===== config.mk =====
export PLATFORM = sky130hd
export DESIGN_NAME = nested_loop_index_stepper
export DESIGN_NICKNAME = d
export VERILOG_FILES = /design/src/design/nlis_pkg.sv /design/src/design/nested_loop_index_stepper.sv /design/src/design/nlis_cfg.sv /design/src/design/nlis_step.sv /design/src/design/nlis_scale.sv
export SDC_FILE = /design/constraint.sdc
export NUM_CORES = 2
export LEC_CHECK = 0
export BUFFER_PORTS_ARGS = -buffer_cell sky130_fd_sc_hd__buf_2
export CAP_MARGIN = 10
export CORE_ASPECT_RATIO = 0.7
export CORE_UTILIZATION = 58
export DETAILED_ROUTE_END_ITERATION = 10
export HOLD_SLACK_MARGIN = 0.1
export PLACE_DENSITY = 0.89
export SLEW_MARGIN = 10
export SYNTH_ARGS = -nofsm -noshare
export SYNTH_HDL_FRONTEND = slang
export SYNTH_SLANG_ARGS = --single-unit

===== constraint.sdc =====
create_clock -name clk -period 8.25 [get_ports clk]
set_input_delay 0 -clock clk [delete_from_list [all_inputs] [get_ports clk]]
set_output_delay 0 -clock clk [all_outputs]
set_load 0.005 [all_outputs]

===== src/design/nlis_pkg.sv =====
package nlis_pkg;

    localparam int INDEX_BITS     = 10;
    localparam int PRESCALE_BITS  = 8;
    localparam int SCALE_BITS     = 16;
    localparam int OFFSET_BITS    = INDEX_BITS + SCALE_BITS;
    localparam int ORDER_BITS     = 6;
    localparam int LEVELS         = 3;
    localparam int CFG_INDEX_BITS = 3;
    localparam int WIDEST_A       = (INDEX_BITS > SCALE_BITS) ? INDEX_BITS : SCALE_BITS;
    localparam int WIDEST_B       = (PRESCALE_BITS > ORDER_BITS) ? PRESCALE_BITS : ORDER_BITS;
    localparam int CFG_DATA_BITS  = (WIDEST_A > WIDEST_B) ? WIDEST_A : WIDEST_B;

    typedef logic [INDEX_BITS-1:0]    index_t;
    typedef logic [PRESCALE_BITS-1:0] prescale_t;
    typedef logic [SCALE_BITS-1:0]    scale_t;
    typedef logic [ORDER_BITS-1:0]    order_t;
    typedef logic [OFFSET_BITS-1:0]   offset_t;

    // axis code per loop level, the spare code drives z
    typedef enum logic [1:0] {
        AXIS_X     = 2'd0,
        AXIS_Y     = 2'd1,
        AXIS_Z     = 2'd2,
        AXIS_Z_ALT = 2'd3
    } axis_t;

    typedef enum logic [CFG_INDEX_BITS-1:0] {
        REG_TICK_RATE  = 3'd0,
        REG_LOOP_ORDER = 3'd1,
        REG_LIMIT_X    = 3'd2,
        REG_LIMIT_Y    = 3'd3,
        REG_LIMIT_Z    = 3'd4,
        REG_SCALE_X    = 3'd5,
        REG_SCALE_Y    = 3'd6,
        REG_SCALE_Z    = 3'd7
    } cfg_index_t;

    localparam prescale_t TICK_RATE_RESET  = prescale_t'(1);
    localparam order_t    LOOP_ORDER_RESET = order_t'(36);
    localparam index_t    LIMIT_RESET      = '0;
    localparam scale_t    SCALE_RESET      = scale_t'(256);

    typedef struct packed {
        prescale_t tick_rate;
        order_t    loop_order;
        index_t    limit_x;
        index_t    limit_y;
        index_t    limit_z;
        scale_t    scale_x;
        scale_t    scale_y;
        scale_t    scale_z;
    } cfg_t;

    typedef struct packed {
        index_t index_x;
        index_t index_y;
        index_t index_z;
        logic   advanced;
    } step_item_t;

endpackage


===== src/design/nested_loop_index_stepper.sv =====
// nested loop index stepper
//
// input channel: in_valid / in_stall carry one item, the pulse bit. a pulse
// of 1 advances the prescaler; when it reaches tick_rate the three-level
// loop nest steps once (innermost level first, axes picked by loop_order).
// a pulse of 0 leaves all state alone and still produces a result item.
// output channel: out_valid / out_stall carry exactly one result item per
// input item: the three indices, the scaled offsets (x, z in Q18.8 and -y
// signed with 8 fraction bits) and the advanced flag.
// an accepted item passes the nest step and index register, then the three
// multiplies and the output register.
// throughput is one item per cycle while in_stall is low; the output register
// and the step register form a two-deep pipe, so in_stall rises only when both
// hold an item and out_stall is high.
// config: plain write port (cfg_write, cfg_index, cfg_data), no read-back;
// write only while no item is in flight.
// reset: asynchronous, active low; clears prescaler, indices and the pipe,
// and loads register defaults (tick_rate 1, order x/y/z, limits 0, scales 1.0).
module nested_loop_index_stepper (
    input  logic                                 clk,
    input  logic                                 rst_n,
    input  logic                                 cfg_write,
    input  logic [nlis_pkg::CFG_INDEX_BITS-1:0]  cfg_index,
    input  logic [nlis_pkg::CFG_DATA_BITS-1:0]   cfg_data,
    input  logic                                 in_valid,
    output logic                                 in_stall,
    input  logic                                 pulse,
    output logic                                 out_valid,
    input  logic                                 out_stall,
    output logic [nlis_pkg::INDEX_BITS-1:0]      index_x_out,
    output logic [nlis_pkg::INDEX_BITS-1:0]      index_y_out,
    output logic [nlis_pkg::INDEX_BITS-1:0]      index_z_out,
    output logic [nlis_pkg::OFFSET_BITS-1:0]     offset_x,
    output logic signed [nlis_pkg::OFFSET_BITS:0] offset_y,
    output logic [nlis_pkg::OFFSET_BITS-1:0]     offset_z,
    output logic                                 advanced
);
    import nlis_pkg::*;

    cfg_t       cfg;
    step_item_t item;
    logic       item_valid;
    logic       take;
    logic       in_accept;

    // stall only when the step register is full and cannot move on
    assign in_stall  = item_valid && !take;
    assign in_accept = in_valid && !in_stall;

    nlis_cfg u_cfg (
        .clk       (clk),
        .rst_n     (rst_n),
        .cfg_write (cfg_write),
        .cfg_index (cfg_index),
        .cfg_data  (cfg_data),
        .cfg       (cfg)
    );

    // prescaler, loop nest state and the step register
    nlis_step u_step (
        .clk        (clk),
        .rst_n      (rst_n),
        .cfg        (cfg),
        .in_accept  (in_accept),
        .pulse      (pulse),
        .drain      (take),
        .item_valid (item_valid),
        .item       (item)
    );

    // offset multiplies and the output register
    nlis_scale u_scale (
        .clk         (clk),
        .rst_n       (rst_n),
        .cfg         (cfg),
        .item_valid  (item_valid),
        .item        (item),
        .take        (take),
        .out_valid   (out_valid),
        .out_stall   (out_stall),
        .index_x_out (index_x_out),
        .index_y_out (index_y_out),
        .index_z_out (index_z_out),
        .offset_x    (offset_x),
        .offset_y    (offset_y),
        .offset_z    (offset_z),
        .advanced    (advanced)
    );

endmodule


===== src/design/nlis_cfg.sv =====
module nlis_cfg (
    input  logic                                 clk,
    input  logic                                 rst_n,
    input  logic                                 cfg_write,
    input  logic [nlis_pkg::CFG_INDEX_BITS-1:0]  cfg_index,
    input  logic [nlis_pkg::CFG_DATA_BITS-1:0]   cfg_data,
    output nlis_pkg::cfg_t                       cfg
);
    import nlis_pkg::*;

    cfg_t cfg_reg;

    always_ff @(posedge clk or negedge rst_n)
    begin
        if (!rst_n)
        begin
            cfg_reg.tick_rate  <= TICK_RATE_RESET;
            cfg_reg.loop_order <= LOOP_ORDER_RESET;
            cfg_reg.limit_x    <= LIMIT_RESET;
            cfg_reg.limit_y    <= LIMIT_RESET;
            cfg_reg.limit_z    <= LIMIT_RESET;
            cfg_reg.scale_x    <= SCALE_RESET;
            cfg_reg.scale_y    <= SCALE_RESET;
            cfg_reg.scale_z    <= SCALE_RESET;
        end
        else if (cfg_write)
        begin
            unique case (cfg_index_t'(cfg_index))
                REG_TICK_RATE:  cfg_reg.tick_rate  <= cfg_data[PRESCALE_BITS-1:0];
                REG_LOOP_ORDER: cfg_reg.loop_order <= cfg_data[ORDER_BITS-1:0];
                REG_LIMIT_X:    cfg_reg.limit_x    <= cfg_data[INDEX_BITS-1:0];
                REG_LIMIT_Y:    cfg_reg.limit_y    <= cfg_data[INDEX_BITS-1:0];
                REG_LIMIT_Z:    cfg_reg.limit_z    <= cfg_data[INDEX_BITS-1:0];
                REG_SCALE_X:    cfg_reg.scale_x    <= cfg_data[SCALE_BITS-1:0];
                REG_SCALE_Y:    cfg_reg.scale_y    <= cfg_data[SCALE_BITS-1:0];
                REG_SCALE_Z:    cfg_reg.scale_z    <= cfg_data[SCALE_BITS-1:0];
            endcase
        end
    end

    assign cfg = cfg_reg;

endmodule


===== src/design/nlis_step.sv =====
module nlis_step (
    input  logic                  clk,
    input  logic                  rst_n,
    input  nlis_pkg::cfg_t        cfg,
    input  logic                  in_accept,
    input  logic                  pulse,
    input  logic                  drain,
    output logic                  item_valid,
    output nlis_pkg::step_item_t  item
);
    import nlis_pkg::*;

    prescale_t  prescale_reg;
    prescale_t  prescale_next;
    index_t     index_x_reg;
    index_t     index_y_reg;
    index_t     index_z_reg;
    index_t     index_x_next;
    index_t     index_y_next;
    index_t     index_z_next;
    logic       advance;
    logic       item_valid_reg;
    step_item_t item_reg;

    // prescaler: zero rate acts as one
    always_comb
    begin
        logic [PRESCALE_BITS:0] count_inc;
        logic [PRESCALE_BITS:0] rate;
        count_inc = {1'b0, prescale_reg} + 1'b1;
        rate      = (cfg.tick_rate == '0) ? (PRESCALE_BITS+1)'(1) : {1'b0, cfg.tick_rate};
        advance   = pulse && (count_inc >= rate);
        if (!pulse)
            prescale_next = prescale_reg;
        else if (advance)
            prescale_next = '0;
        else
            prescale_next = count_inc[PRESCALE_BITS-1:0];
    end

    // loop nest, innermost level first, on live indices
    always_comb
    begin
        index_t idx [LEVELS];
        index_t lim [LEVELS];
        logic   done;
        logic [1:0] sel;
        idx[0] = index_x_reg;
        idx[1] = index_y_reg;
        idx[2] = index_z_reg;
        lim[0] = cfg.limit_x;
        lim[1] = cfg.limit_y;
        lim[2] = cfg.limit_z;
        done   = 1'b0;
        for (int level = 0; level < LEVELS; level++)
        begin
            unique case (axis_t'(cfg.loop_order[2*level +: 2]))
                AXIS_X:     sel = 2'd0;
                AXIS_Y:     sel = 2'd1;
                AXIS_Z:     sel = 2'd2;
                AXIS_Z_ALT: sel = 2'd2;
            endcase
            if (!done)
            begin
                if (idx[sel] < lim[sel])
                begin
                    idx[sel] = idx[sel] + 1'b1;
                    done     = 1'b1;
                end
                else
                begin
                    idx[sel] = '0;
                end
            end
        end
        if (advance)
        begin
            index_x_next = idx[0];
            index_y_next = idx[1];
            index_z_next = idx[2];
        end
        else
        begin
            index_x_next = index_x_reg;
            index_y_next = index_y_reg;
            index_z_next = index_z_reg;
        end
    end

    always_ff @(posedge clk or negedge rst_n)
    begin
        if (!rst_n)
        begin
            prescale_reg   <= '0;
            index_x_reg    <= '0;
            index_y_reg    <= '0;
            index_z_reg    <= '0;
            item_valid_reg <= 1'b0;
        end
        else
        begin
            if (in_accept)
            begin
                prescale_reg <= prescale_next;
                index_x_reg  <= index_x_next;
                index_y_reg  <= index_y_next;
                index_z_reg  <= index_z_next;
            end
            if (in_accept)
                item_valid_reg <= 1'b1;
            else if (drain)
                item_valid_reg <= 1'b0;
        end
    end

    always_ff @(posedge clk)
    begin
        if (in_accept)
        begin
            item_reg.index_x  <= index_x_next;
            item_reg.index_y  <= index_y_next;
            item_reg.index_z  <= index_z_next;
            item_reg.advanced <= advance;
        end
    end

    assign item_valid = item_valid_reg;
    assign item       = item_reg;

endmodule


===== src/design/nlis_scale.sv =====
module nlis_scale (
    input  logic                               clk,
    input  logic                               rst_n,
    input  nlis_pkg::cfg_t                     cfg,
    input  logic                               item_valid,
    input  nlis_pkg::step_item_t               item,
    output logic                               take,
    output logic                               out_valid,
    input  logic                               out_stall,
    output logic [nlis_pkg::INDEX_BITS-1:0]    index_x_out,
    output logic [nlis_pkg::INDEX_BITS-1:0]    index_y_out,
    output logic [nlis_pkg::INDEX_BITS-1:0]    index_z_out,
    output logic [nlis_pkg::OFFSET_BITS-1:0]   offset_x,
    output logic signed [nlis_pkg::OFFSET_BITS:0] offset_y,
    output logic [nlis_pkg::OFFSET_BITS-1:0]   offset_z,
    output logic                               advanced
);
    import nlis_pkg::*;

    logic                  out_valid_reg;
    logic                  room;
    offset_t               prod_x;
    offset_t               prod_y;
    offset_t               prod_z;
    index_t                index_x_reg;
    index_t                index_y_reg;
    index_t                index_z_reg;
    offset_t               offset_x_reg;
    logic [OFFSET_BITS:0]  offset_y_reg;
    offset_t               offset_z_reg;
    logic                  advanced_reg;

    assign room = !out_valid_reg || !out_stall;
    assign take = item_valid && room;

    assign prod_x = OFFSET_BITS'(cfg.scale_x) * OFFSET_BITS'(item.index_x);
    assign prod_y = OFFSET_BITS'(cfg.scale_y) * OFFSET_BITS'(item.index_y);
    assign prod_z = OFFSET_BITS'(cfg.scale_z) * OFFSET_BITS'(item.index_z);

    always_ff @(posedge clk or negedge rst_n)
    begin
        if (!rst_n)
            out_valid_reg <= 1'b0;
        else if (take)
            out_valid_reg <= 1'b1;
        else if (!out_stall)
            out_valid_reg <= 1'b0;
    end

    always_ff @(posedge clk)
    begin
        if (take)
        begin
            index_x_reg  <= item.index_x;
            index_y_reg  <= item.index_y;
            index_z_reg  <= item.index_z;
            offset_x_reg <= prod_x;
            offset_y_reg <= '0 - {1'b0, prod_y};
            offset_z_reg <= prod_z;
            advanced_reg <= item.advanced;
        end
    end

    assign out_valid   = out_valid_reg;
    assign index_x_out = index_x_reg;
    assign index_y_out = index_y_reg;
    assign index_z_out = index_z_reg;
    assign offset_x    = offset_x_reg;
    assign offset_y    = offset_y_reg;
    assign offset_z    = offset_z_reg;
    assign advanced    = advanced_reg;

endmodule


==> Yosys cells after proc, flatten, opt, wreduce, memory -nomap -nowiden <==
Index checks and enable logic that the tools add are counted.
{ "totals": {"regBits": 273} }
{ "op_classes": {"addsub": 5, "n_mul": 3, "magnitude_cmp": 10, "eq_ne": 17, "n_mux": 47, "n_bitwise": 9, "reduce_logical": 30} }
{ "ops": {"columns": ["cell", "count"], "rows": [
  ["2-to-1 mux 10 bit", 18],
  ["2-to-1 mux 30 bit", 5],
  ["binary-select mux 10 bit (select 2 bit)", 6],
  ["bitwise AND 30 bit", 3],
  ["bitwise mux 30 bit", 3],
  ["NOT 30 bit", 3],
  ["multiplier 16 x 10 -> 26 bit", 3],
  ["demux 10 bit (select 2 bit)", 3],
  ["adder 10 x 1 -> 10 bit, second input constant", 3],
  ["less-than comparator 10 bit", 3],
  ["subtractor 1 x 26 -> 27 bit, first input constant", 1],
  ["one-hot mux 2 bit (3 select lines)", 3],
  ["AND reduction 2 bit", 9],
  ["2-to-1 mux 8 bit", 2],
  ["== test 2 bit, second input constant", 6],
  ["== test 3 bit, second input constant", 4],
  ["adder 8 x 1 -> 9 bit, second input constant", 1],
  ["greater-or-equal comparator 3 bit, second input constant", 3],
  ["greater-or-equal comparator 9 bit", 1],
  ["less-than comparator 3 x 1 -> 1 bit, second input constant", 3],
  ["NOT 2 -> 3 bit", 3],
  ["zero test 8 bit", 1],
  ["logical AND 1 bit", 7],
  ["2-to-1 mux 1 bit", 7],
  ["other kinds (10)", 20]
]} }

==> Longest topological paths before layout <==
{ "depth": {"depth_word": 26, "depth_mapped": 48, "ltp_nobuf": 38} }

==> Modules after synthesis <==
A second synthesis with hierarchy kept.
{ "unflattened": {"cells_unflattened": 3166, "hier_area_um2": 30401.7} }
{ "by_module_without_submodules": {"columns": ["module", "n_inst", "cells_per_inst", "area_per_inst_um2", "seq_area_each_um2"], "rows": [
  ["nlis_scale", 1, 1987, 19249.7, 3328.2],
  ["nlis_step", 1, 974, 7588.5, 1906.8],
  ["nlis_cfg", 1, 203, 3540.9, 2309.7],
  ["nested_loop_index_stepper", 1, 2, 22.5, 0.0]
]} }

==> Least setup slack after synthesis <==
No wires, ideal clock.
{ "synth_timing": {"path_type": "flip-flop to flip-flop", "startpoint": "register u_step.item_valid_reg, in the netlist u_step.item_valid", "endpoint": "register u_scale.advanced_reg, in the netlist u_scale.advanced (enable)", "setup_ns": 0.746, "arrival_ns": 8.303, "required_ns": 7.504, "setup_slack_ns": -0.799, "stages_incl_launch_ff": 2, "path_buffers": 0, "cell_sequence": "dfrtp_1 a21boi_0"} }
{ "synth_via": {"elab_chain_cells": 1} }
{ "synth_lines": {"columns": ["item", "line_no", "text"], "rows": [
  ["from (decl)", "nlis_step.sv:22", "logic item_valid_reg;"],
  ["from (signal assigned)", "nlis_step.sv:98", "item_valid_reg <= 1'b0;"],
  ["from (signal assigned)", "nlis_step.sv:110", "item_valid_reg <= 1'b1;"],
  ["from (signal assigned)", "nlis_step.sv:112", "item_valid_reg <= 1'b0;"],
  ["logical AND 1 bit", "nlis_scale.sv:34", "assign take = item_valid && room;"],
  ["net take", "nested_loop_index_stepper.sv:43", "logic take;"],
  ["to (signal assigned)", "nlis_scale.sv:60", "advanced_reg <= item.advanced;"],
  ["to (decl)", "nlis_scale.sv:31", "logic advanced_reg;"]
]} }
The timed path passes the listed nets, and every way through them passes these cells.
A chain may end at the register's enable or synchronous reset.

==> Final worst setup path <==
{ "layout_timing": {"startpoint": "register u_cfg.cfg_reg (netlist bit u_cfg.cfg[78])", "endpoint": "register u_step.item_reg (netlist bit u_step.item[1]), data pin"} }
{ "layout_via": {"elab_chain_cells": 26, "word_cells_on_any_way": 46} }
{ "layout_lines": {"columns": ["item", "line_no", "text"], "rows": [
  ["from (decl)", "nlis_cfg.sv:11", "cfg_t cfg_reg;"],
  ["== test 2 bit", "nlis_step.sv:57", "unique case (axis_t'(cfg.loop_order[2*level +: 2]))"],
  ["OR reduction 2 bit (no line)", null, null],
  ["one-hot mux 2 bit (3 select lines) (*)", "nlis_step.sv:57", null],
  ["NOT 2 -> 3 bit (not written as such) (*)", "nlis_step.sv:65, nlis_step.sv:67, nlis_step.sv:72", null],
  ["parallel branches: the longest is 20 deep, another holds adder 10 x 1 -> 10 bit", null, null],
  ["2-to-1 mux 30 bit (*)", "nlis_step.sv:63", "if (!done)"],
  ["2-to-1 mux 10 bit (*)", "nlis_step.sv:76", "if (advance)"],
  ["net u_step.index_z_next[0]", "nlis_step.sv:20", "index_t index_z_next;"],
  ["to (decl)", "nlis_step.sv:23", "step_item_t item_reg;"]
]} }
Mark *: on every way through the listed nets, which the timed path passes. The select of a mux whose other input is x is not followed.

==> metrics.cfg <==
[outcome]
status=completed

[layout]
multi_input_area_um2=19700
layout_common_cells=inv_1 (395), nand2_1 (365), fa_1 (337), and2_1 (249), ha_1 (231)
final_area_um2=32300
final_common_cell=inv_1
fillCellCount=3679
synthToLayoutAreaGrowth_pct=10.9
drive_gt1_share_pct=14.0
postLayoutCoreUtil_pct=65.3
fin_nets=3733
largest_reg_flops=92
ff_latch_area_um2=7550

[worst_setup_path]
slowest_stage=a221oi_1
worstPathArrival_ns=8.33
cpPeakStageDelay_ns=0.49
crit_start=u_cfg.cfg[78]
reg2reg_depth=37
worstReg2RegStart=u_cfg.cfg[78]
worst-path-max-fanout=23
reg2reg_slack_ns=0.27
path_common_cell=a21o_1
rr_endpoint=u_step.item[1]
path_class=reg2reg
critPathCaptureType=flip-flop
worst_setup_path_start_kind=flip-flop
cp.required_ns=8.60

[timing]
worst_hold_slack_ns=0.246
hold_viol_final=0
tightest_slew_ns=1.33
fin_skew_ns=0.0229
fmax_ghz=0.125
maxSlewHeadroom_pct=11.2
drv_slew=0
setup_viol=0
timing.final.ws_setup_ns=0.268
post-route-period-util_pct=96.8
fin_crit_ns=7.98

[global_routing]
gr-total-overflow=0
grt_usage_pct=33.0
antenna_found_initial=2
first_global_vias=23262
grt_pass1_wl_um=131000
grt_start_max_net_pins=67

[hold_path]
hold_depth=3
hp-class=in2reg
whs_endpoint=u_scale.out_valid
hold_path.startpoint=out_stall

[logic_synthesis]
synth-edff-count=141
synthTopCellsByArea=fa_1 (23%), edfxtp_1 (15%), dfrtp_1 (11%)
synthFlopType=edfxtp_1
synth.distinct_cells=82
yosysTopAreaCellShare_pct=23.2
netlist_area_um2=29100
synth-async-reset-ratio_pct=48.4
synth_warnings=0
yosysTopAreaCell=fa_1
syn-num-nets=3590
synthCells=2997
ys_ff_latch=273
seq_area_frac_synth_pct=25.9
syn_avg_cell_area_um2=9.72

[floorplan]
fp.dieW_um=270
start_util_pct=59.0
die_h_um=190
ioPinCount=137
floorplan.rows=68
die_area_um2=51200
core_area_um2=49400

[flow_run]
maxCapViolCount=0

[drt]
via_per_inst=6.03
drtAntennaViolNets=0
wire_per_inst_um=21.9
vias=23094
drcViolationCount=0
drt-total-wl_um=83700
drt_first_pass_iters=9
drt_iter0_markers=2402

[clocking]
clockRootBuffer=clkbuf_16
clk_pin_slew_ns=0.07
clock-sinks=273
clock_latency_ns=0.60
h-tree-depth=1
cts_tree=built
clk_path_buf_depth=3
cts-buffers-inserted=28

[place]
place_area_um2=30700
dp_hpwl_um=62600
dp_slack_ns=-0.0109
io_buffers=136
gp_routability_congestion=1.10

-- logic make-up after synthesis --
logic type	after synthesis	share of synthesized area, %
AO/OA/AOI/OAI	416	9.23
XOR/XNOR	86	2.58
adder cells (fa/ha/maj)	568	33.1
buffers and inverters	541	7.00
flip-flops	273	25.9
multiplexers	171	6.42
AND/OR/NAND/NOR	942	15.8
-- critical path: cells and delay by family, from the launching register on --
family,cells,cell delay (ns)
flip-flops,1,0.45
multiplexers,4,1.08
buffers and inverters,4,0.67
AND/OR/NAND/NOR,11,1.73
AO/OA/AOI/OAI,15,3.03
adder cells (fa/ha/maj),3,0.78
-- synth_stat cells (5+ instances only) --
cell / instances
xor2_1: 17
a21o_1: 19
a21oi_1: 121
o22ai_1: 5
inv_1: 395
dfstp_2: 6
nor2b_1: 16
nor3_1: 49
a31o_2: 6
buf_1: 14
a21boi_0: 7
edfxtp_1: 141
nand4_1: 12
mux2_2: 118
nand3_1: 38
xnor2_1: 69
o21bai_1: 13
a31oi_1: 38
and2_1: 250
o211ai_1: 13
a211o_1: 5
fa_1: 337
o21a_1: 13
o21ai_0: 84
nand2_1: 365
a2111oi_0: 5
or2_2: 10
nand2b_1: 15
a41o_1: 5
o21ai_1: 7
dfrtp_1: 126
mux2i_1: 50
clkbuf_1: 122
a211oi_1: 14
and3_1: 17
or3_1: 11
buf_2: 7
o31ai_1: 6
ha_1: 231
nor2_1: 133
-- routing by layer --
metal | up-vias | share of wire [%] | track usage (%) | wire length, µm
met2 | 1320 | 43 | 48.4 | 35900
met4 | 4 | 3.5 | 11.9 | 2960
met3 | 205 | 12 | 9.71 | 10400
li1 | 10185 | - | - | -
met1 | 11380 | 41 | 46.7 | 34400
met5 | - | 0.027 | 0 | 23
-- per-stage QoR --
stage	TNS, ns	std cells
3_5_place_dp	-0.0157	3728
2_1_floorplan	0	2997
5_1_grt	-0.108	3828
3_3_place_gp	0	3728
6_report	0	3828
4_1_cts	0	3818
-- how the worst max path moves through the flow --
stage                                  to  slack (ns)  cells past startpoint
after global routing       u_step.item[1]       -0.06                     42
final                      u_step.item[1]        0.27                     37
after detailed placement   u_step.item[5]       -0.01                     41
after floorplan           u_step.item[20]        0.02                     47
after global placement    u_step.item[10]        0.30                     41
after CTS                  u_step.item[5]        0.04                     41
-- layout make-up --
class	count	area share (%)
timing repair buffer	256	5.45
tap	665	2.58
multi-input combinational	2183	61.0
sequential	273	23.4
clock inverter	14	0.554
clock buffer	38	2.48
antenna	1	0.00775
inverter	398	4.62
-- timing repair --
item	CTS	global route
setup endpoints to repair	3	60
endpoints found under the hold margin	170	0
gates resized for setup	1	27
hold buffers	38	0
cloned	0	1
pin swaps	0	5
setup buffers	0	8
Power is left out: the tool's default activity adds up to more than one toggle a clock period on the data nets, which glitch-free logic cannot reach.
